==> src/rtl/shc_pkg.sv <==
package shc_pkg;

  localparam int MaxHits = 64;
  localparam int IdxW = $clog2(MaxHits);
  localparam int CntW = $clog2(MaxHits + 1);
  localparam int QueueDepth = 4;
  localparam int QPtrW = $clog2(QueueDepth);

  typedef struct packed {
    logic [5:0] chamber_id;
    logic [3:0] eta_sector;
    logic [9:0] strip_num;
    logic       end_of_event;
  } hit_in_t;

  typedef struct packed {
    logic [5:0]  out_chamber;
    logic [3:0]  out_eta;
    logic [9:0]  first_strip;
    logic [9:0]  last_strip;
    logic [10:0] cluster_size;
    logic        overflow;
    logic        final_cluster;
  } cluster_out_t;

  // One hit as it travels from the front part to the back part.
  typedef struct packed {
    logic [5:0] chamber;
    logic [3:0] eta;
    logic [9:0] strip;
    logic       last;
    logic       dropped;
  } hit_entry_t;

  typedef enum logic [2:0] {
    StLoad,
    StSeek,
    StSeed,
    StScan,
    StEmit
  } clus_state_e;

endpackage

==> src/rtl/shc_front.sv <==
// Accepts hits, counts them against the store capacity and hands
// stored or event-closing hits to the queue with a drop marker.
module shc_front (
  input  logic                    clk_i,
  input  logic                    rst_ni,
  input  logic                    in_valid_i,
  output logic                    in_stall_o,
  input  shc_pkg::hit_in_t        in_data_i,
  output logic                    q_valid_o,
  input  logic                    q_full_i,
  output shc_pkg::hit_entry_t     q_data_o
);

  logic [shc_pkg::CntW-1:0] count_q, count_d;
  logic                     drop_q, drop_d;
  logic                     full_store;
  logic                     accept;

  assign full_store = (count_q == shc_pkg::CntW'(shc_pkg::MaxHits));
  assign in_stall_o = q_full_i;
  assign accept     = in_valid_i && !q_full_i;

  // A hit goes to the queue if it is stored or if it closes the event.
  assign q_valid_o         = accept && (!full_store || in_data_i.end_of_event);
  assign q_data_o.chamber  = in_data_i.chamber_id;
  assign q_data_o.eta      = in_data_i.eta_sector;
  assign q_data_o.strip    = in_data_i.strip_num;
  assign q_data_o.last     = in_data_i.end_of_event;
  assign q_data_o.dropped  = full_store;

  // Count and drop flag for the event in progress.
  always_comb begin
    count_d = count_q;
    drop_d  = drop_q;
    if (accept) begin
      if (in_data_i.end_of_event) begin
        count_d = '0;
        drop_d  = 1'b0;
      end else if (full_store) begin
        drop_d = 1'b1;
      end else begin
        count_d = count_q + 1'b1;
      end
    end
  end

  always_ff @(posedge clk_i or negedge rst_ni) begin
    if (!rst_ni) begin
      count_q <= '0;
      drop_q  <= 1'b0;
    end else begin
      count_q <= count_d;
      drop_q  <= drop_d;
    end
  end

endmodule

==> src/rtl/shc_queue.sv <==
// Small queue between the front and back parts.
module shc_queue (
  input  logic                clk_i,
  input  logic                rst_ni,
  input  logic                wr_i,
  input  shc_pkg::hit_entry_t wr_data_i,
  output logic                full_o,
  output logic                empty_o,
  input  logic                rd_i,
  output shc_pkg::hit_entry_t rd_data_o
);

  shc_pkg::hit_entry_t mem_q [shc_pkg::QueueDepth];
  logic [shc_pkg::QPtrW:0] wp_q, rp_q;

  assign empty_o   = (wp_q == rp_q);
  assign full_o    = (wp_q[shc_pkg::QPtrW-1:0] == rp_q[shc_pkg::QPtrW-1:0]) &&
                     (wp_q[shc_pkg::QPtrW] != rp_q[shc_pkg::QPtrW]);
  assign rd_data_o = mem_q[rp_q[shc_pkg::QPtrW-1:0]];

  // Storage write.
  always_ff @(posedge clk_i) begin
    if (wr_i && !full_o) begin
      mem_q[wp_q[shc_pkg::QPtrW-1:0]] <= wr_data_i;
    end
  end

  // Pointers.
  always_ff @(posedge clk_i or negedge rst_ni) begin
    if (!rst_ni) begin
      wp_q <= '0;
      rp_q <= '0;
    end else begin
      if (wr_i && !full_o) wp_q <= wp_q + 1'b1;
      if (rd_i && !empty_o) rp_q <= rp_q + 1'b1;
    end
  end

endmodule

==> src/rtl/shc_back.sv <==
// Stores an event's hits, then clusters them by repeated scans of the store.
module shc_back (
  input  logic                 clk_i,
  input  logic                 rst_ni,
  input  logic                 q_empty_i,
  input  shc_pkg::hit_entry_t  q_data_i,
  output logic                 q_rd_o,
  output logic                 out_valid_o,
  input  logic                 out_stall_i,
  output shc_pkg::cluster_out_t out_data_o
);

  localparam int IW = shc_pkg::IdxW;
  localparam int CW = shc_pkg::CntW;

  shc_pkg::clus_state_e state_q, state_d;

  logic [19:0]              store_q [shc_pkg::MaxHits];
  logic [shc_pkg::MaxHits-1:0] rem_q;
  logic [CW-1:0]            count_q;
  logic                     drop_q;
  logic [CW-1:0]            seed_q;
  logic [CW-1:0]            j_q;
  logic                     grew_q;
  logic [5:0]               ch_q;
  logic [3:0]               eta_q;
  logic [9:0]               first_q, last_q;
  logic [19:0]              rd_q;
  logic                     ov_q;
  shc_pkg::cluster_out_t    out_q;
  logic                     out_v_q;

  logic [CW-1:0] seek_next;
  logic          more_seed;
  logic          take_hit;
  logic          out_free;
  logic [5:0]    g_ch;
  logic [3:0]    g_eta;
  logic [9:0]    g_strip;
  logic          j_end;
  logic          j_rem;
  logic          absorb_lo, absorb_hi;
  logic          last_clus;

  assign out_free  = !out_v_q || !out_stall_i;
  assign take_hit  = (state_q == shc_pkg::StLoad) && !q_empty_i;
  assign q_rd_o    = take_hit;
  assign g_ch      = rd_q[19:14];
  assign g_eta     = rd_q[13:10];
  assign g_strip   = rd_q[9:0];
  assign j_end     = (j_q >= count_q);
  assign j_rem     = !j_end && rem_q[j_q[IW-1:0]];
  assign absorb_lo = (first_q != '0) && (g_strip == first_q - 1'b1);
  assign absorb_hi = (last_q != '1) && (g_strip == last_q + 1'b1);

  // The cluster being emitted is the last one once no hit remains.
  assign last_clus = ~|rem_q;

  // Finds the next remaining hit from seed onward (one scan step per cycle).
  assign more_seed = (seed_q < count_q) && rem_q[seed_q[IW-1:0]];

  // Next state.
  always_comb begin
    state_d = state_q;
    unique case (state_q)
      shc_pkg::StLoad: begin
        if (take_hit && q_data_i.last) state_d = shc_pkg::StSeek;
      end
      shc_pkg::StSeek: begin
        if (seed_q >= count_q) state_d = shc_pkg::StLoad;
        else if (more_seed) state_d = shc_pkg::StSeed;
      end
      shc_pkg::StSeed: state_d = shc_pkg::StScan;
      shc_pkg::StScan: begin
        if (j_end || (j_rem && (g_ch != ch_q || g_eta != eta_q))) begin
          if (!grew_q) state_d = shc_pkg::StEmit;
        end
      end
      shc_pkg::StEmit: begin
        if (out_free) state_d = last_clus ? shc_pkg::StLoad : shc_pkg::StSeek;
      end
      default: state_d = shc_pkg::StLoad;
    endcase
  end

  // Store write and registered store read for the scan.
  always_ff @(posedge clk_i) begin
    if (take_hit && !q_data_i.dropped) begin
      store_q[count_q[IW-1:0]] <= {q_data_i.chamber, q_data_i.eta, q_data_i.strip};
    end
    rd_q <= store_q[seek_next[IW-1:0]];
  end

  // Address read in the next cycle.
  always_comb begin
    seek_next = seed_q;
    priority if (state_q == shc_pkg::StScan || state_q == shc_pkg::StSeed) begin
      seek_next = (state_q == shc_pkg::StSeed) ? seed_q + 1'b1 : j_q + 1'b1;
      if (state_q == shc_pkg::StScan &&
          (j_end || (j_rem && (g_ch != ch_q || g_eta != eta_q))))
        seek_next = seed_q + 1'b1;
    end else begin
      seek_next = seed_q;
    end
  end

  // Clustering datapath and sequencing.
  always_ff @(posedge clk_i or negedge rst_ni) begin
    if (!rst_ni) begin
      state_q <= shc_pkg::StLoad;
      rem_q   <= '0;
      count_q <= '0;
      drop_q  <= 1'b0;
      seed_q  <= '0;
      j_q     <= '0;
      grew_q  <= 1'b0;
      out_v_q <= 1'b0;
      ch_q    <= '0;
      eta_q   <= '0;
      first_q <= '0;
      last_q  <= '0;
      ov_q    <= 1'b0;
      out_q   <= '0;
    end else begin
      state_q <= state_d;
      if (state_q == shc_pkg::StEmit && out_free) out_v_q <= 1'b1;
      else if (!out_stall_i) out_v_q <= 1'b0;
      unique case (state_q)
        shc_pkg::StLoad: begin
          if (take_hit) begin
            if (!q_data_i.dropped) begin
              rem_q[count_q[IW-1:0]] <= 1'b1;
              count_q <= count_q + 1'b1;
            end
            if (q_data_i.dropped) drop_q <= 1'b1;
            if (q_data_i.last) begin
              seed_q <= '0;
              ov_q   <= drop_q || q_data_i.dropped;
            end
          end
        end
        shc_pkg::StSeek: begin
          if (seed_q < count_q && !more_seed) seed_q <= seed_q + 1'b1;
        end
        shc_pkg::StSeed: begin
          ch_q    <= rd_q[19:14];
          eta_q   <= rd_q[13:10];
          first_q <= rd_q[9:0];
          last_q  <= rd_q[9:0];
          rem_q[seed_q[IW-1:0]] <= 1'b0;
          j_q     <= seed_q + 1'b1;
          grew_q  <= 1'b0;
        end
        shc_pkg::StScan: begin
          if (j_end || (j_rem && (g_ch != ch_q || g_eta != eta_q))) begin
            j_q    <= seed_q + 1'b1;
            grew_q <= 1'b0;
          end else begin
            j_q <= j_q + 1'b1;
            if (j_rem) begin
              if (absorb_lo) begin
                first_q <= g_strip;
                rem_q[j_q[IW-1:0]] <= 1'b0;
                grew_q <= 1'b1;
              end else if (absorb_hi) begin
                last_q <= g_strip;
                rem_q[j_q[IW-1:0]] <= 1'b0;
                grew_q <= 1'b1;
              end
            end
          end
        end
        shc_pkg::StEmit: begin
          if (out_free) begin
            out_q.out_chamber   <= ch_q;
            out_q.out_eta       <= eta_q;
            out_q.first_strip   <= first_q;
            out_q.last_strip    <= last_q;
            out_q.cluster_size  <= 11'(last_q - first_q) + 11'd1;
            out_q.overflow      <= ov_q;
            out_q.final_cluster <= last_clus;
            // Event done: clear the event state for the next event.
            if (last_clus) begin
              rem_q   <= '0;
              count_q <= '0;
              drop_q  <= 1'b0;
            end
          end
        end
        default: ;
      endcase
    end
  end

  assign out_valid_o = out_v_q;
  assign out_data_o  = out_q;

endmodule

==> src/rtl/strip_hit_clusterer_top.sv <==
// Hits load one per cycle while the queue has room; an event's clusters follow its end-of-event hit.
// Each cluster then passes through seek steps over skipped hits, a seed step,
// scan passes over the later hits, rescanning while the cluster grows, and
// an emit step.
// The queue between loading and clustering holds 4 hits.
// Reset is asynchronous, active low, and clears all counters and flags.
module strip_hit_clusterer_top (
  input  logic                  clk_i,
  input  logic                  rst_ni,
  input  logic                  in_valid_i,
  output logic                  in_stall_o,
  input  shc_pkg::hit_in_t      in_data_i,
  output logic                  out_valid_o,
  input  logic                  out_stall_i,
  output shc_pkg::cluster_out_t out_data_o
);

  shc_pkg::hit_entry_t q_wdata, q_rdata;
  logic q_wr, q_full, q_empty, q_rd;

  shc_front u_front (
    .clk_i, .rst_ni, .in_valid_i, .in_stall_o, .in_data_i,
    .q_valid_o(q_wr), .q_full_i(q_full), .q_data_o(q_wdata)
  );

  shc_queue u_queue (
    .clk_i, .rst_ni, .wr_i(q_wr), .wr_data_i(q_wdata), .full_o(q_full),
    .empty_o(q_empty), .rd_i(q_rd), .rd_data_o(q_rdata)
  );

  shc_back u_back (
    .clk_i, .rst_ni, .q_empty_i(q_empty), .q_data_i(q_rdata), .q_rd_o(q_rd),
    .out_valid_o, .out_stall_i, .out_data_o
  );

`ifndef NO_ASSERTIONS
  a_q_no_read_empty: assert property (@(posedge clk_i) disable iff (!rst_ni)
    q_rd |-> !q_empty) else $error("queue read while empty");
  a_size: assert property (@(posedge clk_i) disable iff (!rst_ni)
    out_valid_o |-> out_data_o.cluster_size ==
      11'(out_data_o.last_strip - out_data_o.first_strip) + 11'd1)
    else $error("cluster size mismatch");
`endif

endmodule

==> config.mk <==
export PLATFORM = sky130hd
export DESIGN_NAME = strip_hit_clusterer_top
export DESIGN_NICKNAME = d
export VERILOG_FILES = /design/src/rtl/shc_pkg.sv /design/src/rtl/shc_front.sv /design/src/rtl/shc_queue.sv /design/src/rtl/shc_back.sv /design/src/rtl/strip_hit_clusterer_top.sv
export SDC_FILE = /design/constraint.sdc
export NUM_CORES = 2
export LEC_CHECK = 0
export BUFFER_PORTS_ARGS = -buffer_cell sky130_fd_sc_hd__buf_2
export CAP_MARGIN = 20
export CORE_MARGIN = 3
export CORE_UTILIZATION = 55
export CTS_CLUSTER_SIZE = 28
export DETAILED_ROUTE_END_ITERATION = 12
export PLACE_DENSITY = 0.71
export SETUP_SLACK_MARGIN = 0.5
export SYNTH_ARGS = -nofsm -noshare
export SYNTH_HDL_FRONTEND = slang
export SYNTH_HIERARCHICAL = 1
export SYNTH_SLANG_ARGS = --single-unit
==> constraint.sdc <==
create_clock -name clk_i -period 9.2 [get_ports clk_i]
set_input_delay 1.84 -clock clk_i [delete_from_list [all_inputs] [get_ports clk_i]]
set_output_delay 1.84 -clock clk_i [all_outputs]
set_load 0.01 [all_outputs]
* After elaboration in Yosys (flattened, before gate mapping)
Memories as Yosys holds them, arrays and structs flattened. A register that Yosys moved wholly into a read port is not among the register bits.
Index checks and enable logic that the tools add are counted.
** Operators by class
- Add/subtract/negate cells :: 10
- $lt $le $gt $ge :: 9
- Equality and inequality tests :: 34
- Multiplexer cells :: 68
- Bitwise gates (word level) :: 5
- Reduce and logical (&&, ||, !) cells :: 52
** Operators with widths (count)
- $mux W64 :: 8
- $pmux W64 S4 :: 1
- $and A64 B64 Y64 :: 2
- $not A64 Y64 :: 2
- $mux W10 :: 7
- $mux W7 :: 10
- $or A64 B64 Y64 :: 1
- $reduce_or A64 Y1 :: 1
- $pmux W7 S2 :: 3
- $pmux W10 S2 :: 2
- $add A7 B1 Y7 const B :: 4
- $lt A6 B7 Y1 const B :: 3
- $eq A10 B10 Y1 :: 2
- $mux W1 :: 20
- $reduce_and A5 Y1 :: 4
- $logic_and A1 B1 Y1 :: 19
- $demux W1 S6 :: 3
- $ge A6 B1 Y1 const B :: 3
- $mux W3 :: 6
- $mux W6 :: 3
- $ne A2 B1 Y1 const B :: 9
- $ne A2 B2 Y1 const B :: 8
- $pmux W3 S5 :: 1
- $ge A7 B7 Y1 :: 2
- other kinds (31) :: 54
** Word-level totals
- Flip-flop bits (word level) :: 178
- Memory bits (writable) :: 1368
- Bits of input ports :: 25
- Output and inout port bits :: 45
- Logic and storage cells :: 203
- Memories kept :: 2
** Memory list
- u_back.store_q :: depth 64, bits a word 20, read ports 1, clocked after Yosys merged registers in 1, wr ports 1, line shc_back.sv:18 : logic [19:0] store_q [shc_pkg::MaxHits];
- u_queue.mem_q :: depth 4, bits a word 22, read ports 1, clocked after Yosys merged registers in 0, wr ports 1, line shc_queue.sv:13 : shc_pkg::hit_entry_t mem_q [shc_pkg::QueueDepth];

* Longest topological paths before layout
- Word-level depth :: 11
- Mapped depth :: 20

* Hierarchy
Netlist, hierarchy kept.
** Modules (own cells, without submodules)
- shc_back :: times used 1, cells an instance 4305, area each 61004.8 sq um, seq. area each 42966.2 sq um
- shc_queue :: times used 1, cells an instance 164, area each 3693.5 sq um, seq. area each 2792.7 sq um
- shc_front :: times used 1, cells an instance 74, area each 618.1 sq um, seq. area each 175.2 sq um

* Worst setup path before layout
Ideal clock, no wire load.
- Path kind :: register -> register
- Start :: reg u_back.j_q[1]
- End :: reg u_back.rd_q[12] (read register of u_back.store_q)
- Setup time :: 0.128 ns
- Arrival :: 3.636 ns
- Data required time :: 9.072 ns
- Slack :: 5.436 ns
- Stages on the path, launching flop included :: 17
- Buffers on the path :: 5
- Path through :: dfrtp_1 buf_6 mux4_2 or3b_1 o211ai_1 nor4b_4 a2111oi_0 or2_1 buf_2 buf_6 buf_2 buf_2 mux2i_1 mux2i_1 a32oi_1 nand4_1 nand4b_1
** On the way
- Word-level cells in the longest chain between the ends :: 8
- Elaborated cells between the ends (all ways) :: 12
** Ends and longest elaborated chain
- start, declared :: line shc_back.sv:23 : logic [CW-1:0] j_q;
- start signal, assigned :: line shc_back.sv:151 : j_q <= seed_q + 1'b1;
- start signal, assigned :: line shc_back.sv:156 : j_q <= seed_q + 1'b1;
- start signal, assigned :: line shc_back.sv:159 : j_q <= j_q + 1'b1;
- $bmux W1 S6 or $ge A7 B7 Y1 (tied branches) :: line shc_back.sv:52, shc_back.sv:51
- $mux W1 (not written as such) or $logic_not A1 Y1 (tied branches) :: line shc_back.sv:52 : assign j_rem = !j_end && rem_q[j_q[IW-1:0]];
- $logic_and A1 B1 Y1 :: line shc_back.sv:52
- $logic_and A1 B1 Y1 :: line shc_back.sv:100 : (j_end || (j_rem && (g_ch != ch_q || g_eta != eta_q))))
- $logic_or A1 B1 Y1 :: line shc_back.sv:100
- $logic_and A1 B1 Y1 :: line shc_back.sv:99 : if (state_q == shc_pkg::StScan &&
- $mux W6 * :: line shc_back.sv:99
- $mux W6 * :: line shc_back.sv:97 : priority if (state_q == shc_pkg::StScan || state_q == shc_pkg::StSeed) begin
- end, declared :: line shc_back.sv:28 : logic [19:0] rd_q;
Mark *: on every way between the ends. The rest lies on a longest branch, timed or not. The select of a mux whose other input is x is not followed.
A chain may end at the register's enable or synchronous reset.

* Worst setup path after layout
- Start :: reg u_back.j_q[0]
- End :: reg u_back.rd_q[15] (read register of u_back.store_q)
The elaborated chain is that of the path after synthesis.

==> results.py <==
metrics = {
    "floorplan": {
        "io_pins": 70,
        "die_area_sq_um": 123000,
        "initial_utilization": 0.558,
        "die_h_um": 351,
        "fp.dieW_um": 351,
        "rows": 125,
        "coreArea_sq_um": 117000,
    },
    "sta": {
        "whs_ns": 0.474,
        "setup_viol": 0,
        "setup_tns_ns": 0,
        "fin_skew_ns": 0.0225,
        "fin_crit_ns": 6.18,
        "fin_crit_sh": 0.672,
        "slew_violations": 0,
        "max_slew_margin": 0.140,
        "fmax_ghz": 0.162,
        "hold_viol_final": 0,
        "rsz0062_at_grt": "false",
        "max_slew.worst_pin.slew_ns": 1.28,
    },
    "pwr": {
        "combinationalPowerShare": 0.434,
        "peakVddDrop_mv": 0.447,
        "p_int_w": 0.0169,
        "p_seq_frac": 0.346,
        "switching_power_w": 0.0117,
        "p_leak_nw": 26.0,
        "clock_power_share": 0.220,
        "power_density_nw_per_um2": 393,
        "switching_share": 0.408,
    },
    "synth": {
        "yosysTopAreaCell": "edfxtp_1",
        "synth_cell_type_count": 92,
        "mappedNetlistArea_sq_um": 65300,
        "synth_simple_gate_area_share": 0.0947,
        "yosys_warnings": 6,
        "yosys-top-cells-area": "edfxtp_1, dfrtp_1, mux2i_1, nand2_1, a32oi_1",
        "synth-seq-cells": 1566,
        "syn_inst": 4543,
        "synthAdderAreaFrac": 0.00893,
        "synth_fp_nets": 4614,
        "muxShareOfSynthArea": 0.0798,
        "yosysMostFrequentCell": "edfxtp_1",
        "ys_async_sr_fraction": 0.114,
        "synthFlopType": "edfxtp_1",
        "ys_seq_area_frac": 0.703,
        "synth-xor-area-share": 0.00864,
        "synth_top_family_by_area": "simple AND/OR/NAND/NOR gates",
        "synth_compound_area_frac": 0.0786,
        "synth.avg_cell_area_sq_um": 14.4,
        "synth_top_area_frac": 0.629,
        "synthTopCellsByCount": "edfxtp_1, nand2_1, mux2i_1",
        "synth_edf_count": 1368,
    },
    "drt": {
        "routedWlPerCell_um": 28.5,
        "drtAntennaViolNets": 0,
        "wl_met1_mm": 69.1,
        "drc": 0,
        "drt_iter0_markers": 5243,
        "wl_met3_mm": 17.7,
        "routed_via_density": 6.50,
        "top_layer": "met5",
        "wirelength_mm": 178,
        "dr.pass1.iters": 6,
        "met2_length_mm": 83.1,
        "num_vias": 40712,
    },
    "place": {
        "place_hpwl_mm": 101,
        "portBuffers": 69,
        "place_congestion": 1.02,
    },
    "finish": {
        "nFillCells": 8560,
        "nNetsFinal": 4672,
        "seqCellArea_sq_um": 45900,
        "syn_to_final_growth_pct": 11.2,
        "multi_input_area_sq_um": 18100,
        "drive_gt1_frac": 0.133,
    },
    "clock_tree": {
        "clkLatencyLatePin_ns": 0.76,
        "hold_buffers": 0,
        "cts_resized": 0,
        "cts_setup_buffers": 0,
        "cts_buffers": 156,
        "cts_tree": "done",
        "cts-root-buf": "clkbuf_16",
        "h-tree-depth": 4,
        "cts.path.max_buffers": 3,
        "numClockSinks": 1566,
        "cts.clk_slew.worst_paths_ns": 0.07,
    },
    "worst_setup_path": {
        "path_class": "reg2reg",
        "path_max_fanout": 84,
        "endpoint_kind": "flip-flop",
        "rrSetupSlack_ns": 3.02,
        "worst_setup_path_start_kind": "flip-flop",
        "critPathArrivalTime_ns": 6.79,
        "worstPathRequired_ns": 9.81,
    },
    "global_routing": {
        "grt_pass1_wl_mm": 263,
        "grt_pass1_vias": 39939,
        "track_usage": 0.290,
        "grt_max_degree": 143,
        "grt.overflow.total": 0,
        "antenna_found_initial": 10,
    },
    "flow_run": {
        "drv_cap": 0,
    },
    "worst_hold_path": {
        "hp-class": "reg2reg",
    },
    "status": {
        "status": "finished clean",
    },
}
-- metrics by stage --
step / utilization / power (W) / std cells / worst slack [ns] / instance area (sq um)
final: 0.621 / 0.0286 / 6262 / 3.02 / 72600
after detailed placement: 0.577 / 0.0222 / 5962 / 3.12 / 67500
after global placement: 0.577 / 0.0220 / 5962 / 3.23 / 67500
after global routing: 0.621 / 0.0299 / 6257 / 2.64 / 72600
after CTS: 0.620 / 0.0285 / 6250 / 3.09 / 72600
after floorplan: - / 0.0183 / 4543 / 5.44 / 65300
-- layout by cell type, fill, tap and decap left out, drive strengths merged, types with 8 or more instances in the layout --
| cell | n |
|---|---|
| mux4 | 26 |
| clkbuf | 200 |
| nand4b | 20 |
| dfrtp | 178 |
| o31ai | 13 |
| o22a | 60 |
| and2 | 12 |
| dfxtp | 20 |
| a311oi | 62 |
| a21oi | 44 |
| o211ai | 46 |
| nor3b | 8 |
| nand2b | 11 |
| a31oi | 32 |
| inv | 56 |
| xor2 | 15 |
| mux2 | 60 |
| a22oi | 75 |
| mux2i | 394 |
| a221oi | 70 |
| nor2 | 131 |
| ha | 45 |
| bufinv | 14 |
| nand4 | 31 |
| o21ai | 104 |
| a32oi | 96 |
| xnor2 | 46 |
| clkinv | 59 |
| nand2 | 770 |
| buf | 201 |
| nand3 | 139 |
| nor4 | 32 |
| nor3 | 51 |
| o22ai | 25 |
| or4 | 9 |
| and3 | 114 |
| nor2b | 11 |
| edfxtp | 1368 |
-- final cells by class --
cell class / count / share of cell area
sequential: 1566 / 0.632
antenna: 7 / 0.000241
timing repair buffer: 203 / 0.0201
clock inverter: 90 / 0.0124
clock buffer: 198 / 0.0570
tap: 1524 / 0.0263
multi-input combinational: 2629 / 0.249
inverter: 45 / 0.00233
-- power groups by stage --
stage / Sequential [W] / Combinational [W] / Clock [W]
final: 0.00988 / 0.0124 / 0.00628
after global routing: 0.00993 / 0.0133 / 0.00666
after CTS: 0.00987 / 0.0123 / 0.00635
after detailed placement: 0.0100 / 0.0122 / 0
after global placement: 0.00999 / 0.0120 / 0
after floorplan: 0.00975 / 0.00852 / 0
-- registers in the layout, indices dropped and copies added (netlist names) --
| register | flops |
|---|---|
| u_back/ch_q | 6 |
| u_back/count_q | 7 |
| u_back/drop_q | 1 |
| u_back/eta_q | 4 |
| u_back/first_q | 10 |
| u_back/grew_q | 1 |
| u_back/j_q | 7 |
| u_back/last_q | 10 |
| u_back/out_data_o | 43 |
| u_back/out_valid_o | 1 |
| u_back/ov_q | 1 |
| u_back/rd_q | 20 |
| u_back/rem_q | 64 |
| u_back/seed_q | 7 |
| u_back/state_q | 3 |
| u_back/store_q | 1280 |
| u_front/count_q | 7 |
| u_queue/mem_q | 88 |
| u_queue/rp_q | 3 |
| u_queue/wp_q | 3 |
-- critical path: stages (launching register included) --
cell      delay (ns)
dfrtp_1         1.01
inv_2           0.26
a31o_1          0.26
a221o_1         0.28
a221o_1         0.41
nor4b_4         0.35
a211oi_1        0.19
a311oi_4        0.58
buf_4           0.53
buf_4           0.93
nand3_1         0.16
a32oi_1         0.27
nand4_1         0.39
nand4b_1        0.33
-- routing by layer --
metal / GRT usage / vias to the layer above
met4: 0.127 / 10
met1: 0.392 / 20504
li1: - / 17611
met3: 0.0652 / 460
met2: 0.457 / 2127
met5: 0 / -
-- worst paths after layout --
path	start	to	cells past startpoint
max	u_back/j_q[0]$_DFFE_PN0N_	u_back/rd_q[15]$_DFF_P_	13
min	u_back/out_data_o[8]$_DFFE_PN0P_	u_back/out_data_o[8]$_DFFE_PN0P_	2
max reg2reg	u_back/j_q[0]$_DFFE_PN0N_	u_back/rd_q[15]$_DFF_P_	13
min reg2reg	u_back/out_data_o[8]$_DFFE_PN0P_	u_back/out_data_o[8]$_DFFE_PN0P_	2
max in group asynchronous	rst_ni	u_back/first_q[5]$_DFFE_PN0P_	3
min in group asynchronous	rst_ni	u_front/count_q[4]$_DFFE_PN0P_	1
-- kinds of logic after synthesis --
kind of cell / after synthesis
AOI/OAI and AO/OA: 682
xor gates and xnor gates: 61
adders and majority gates: 46
buffers and inverters: 348
DFF: 1566
muxes: 480
and+or+nand+nor: 1360
No activity file was read; power rests on OpenSTA's default activity.
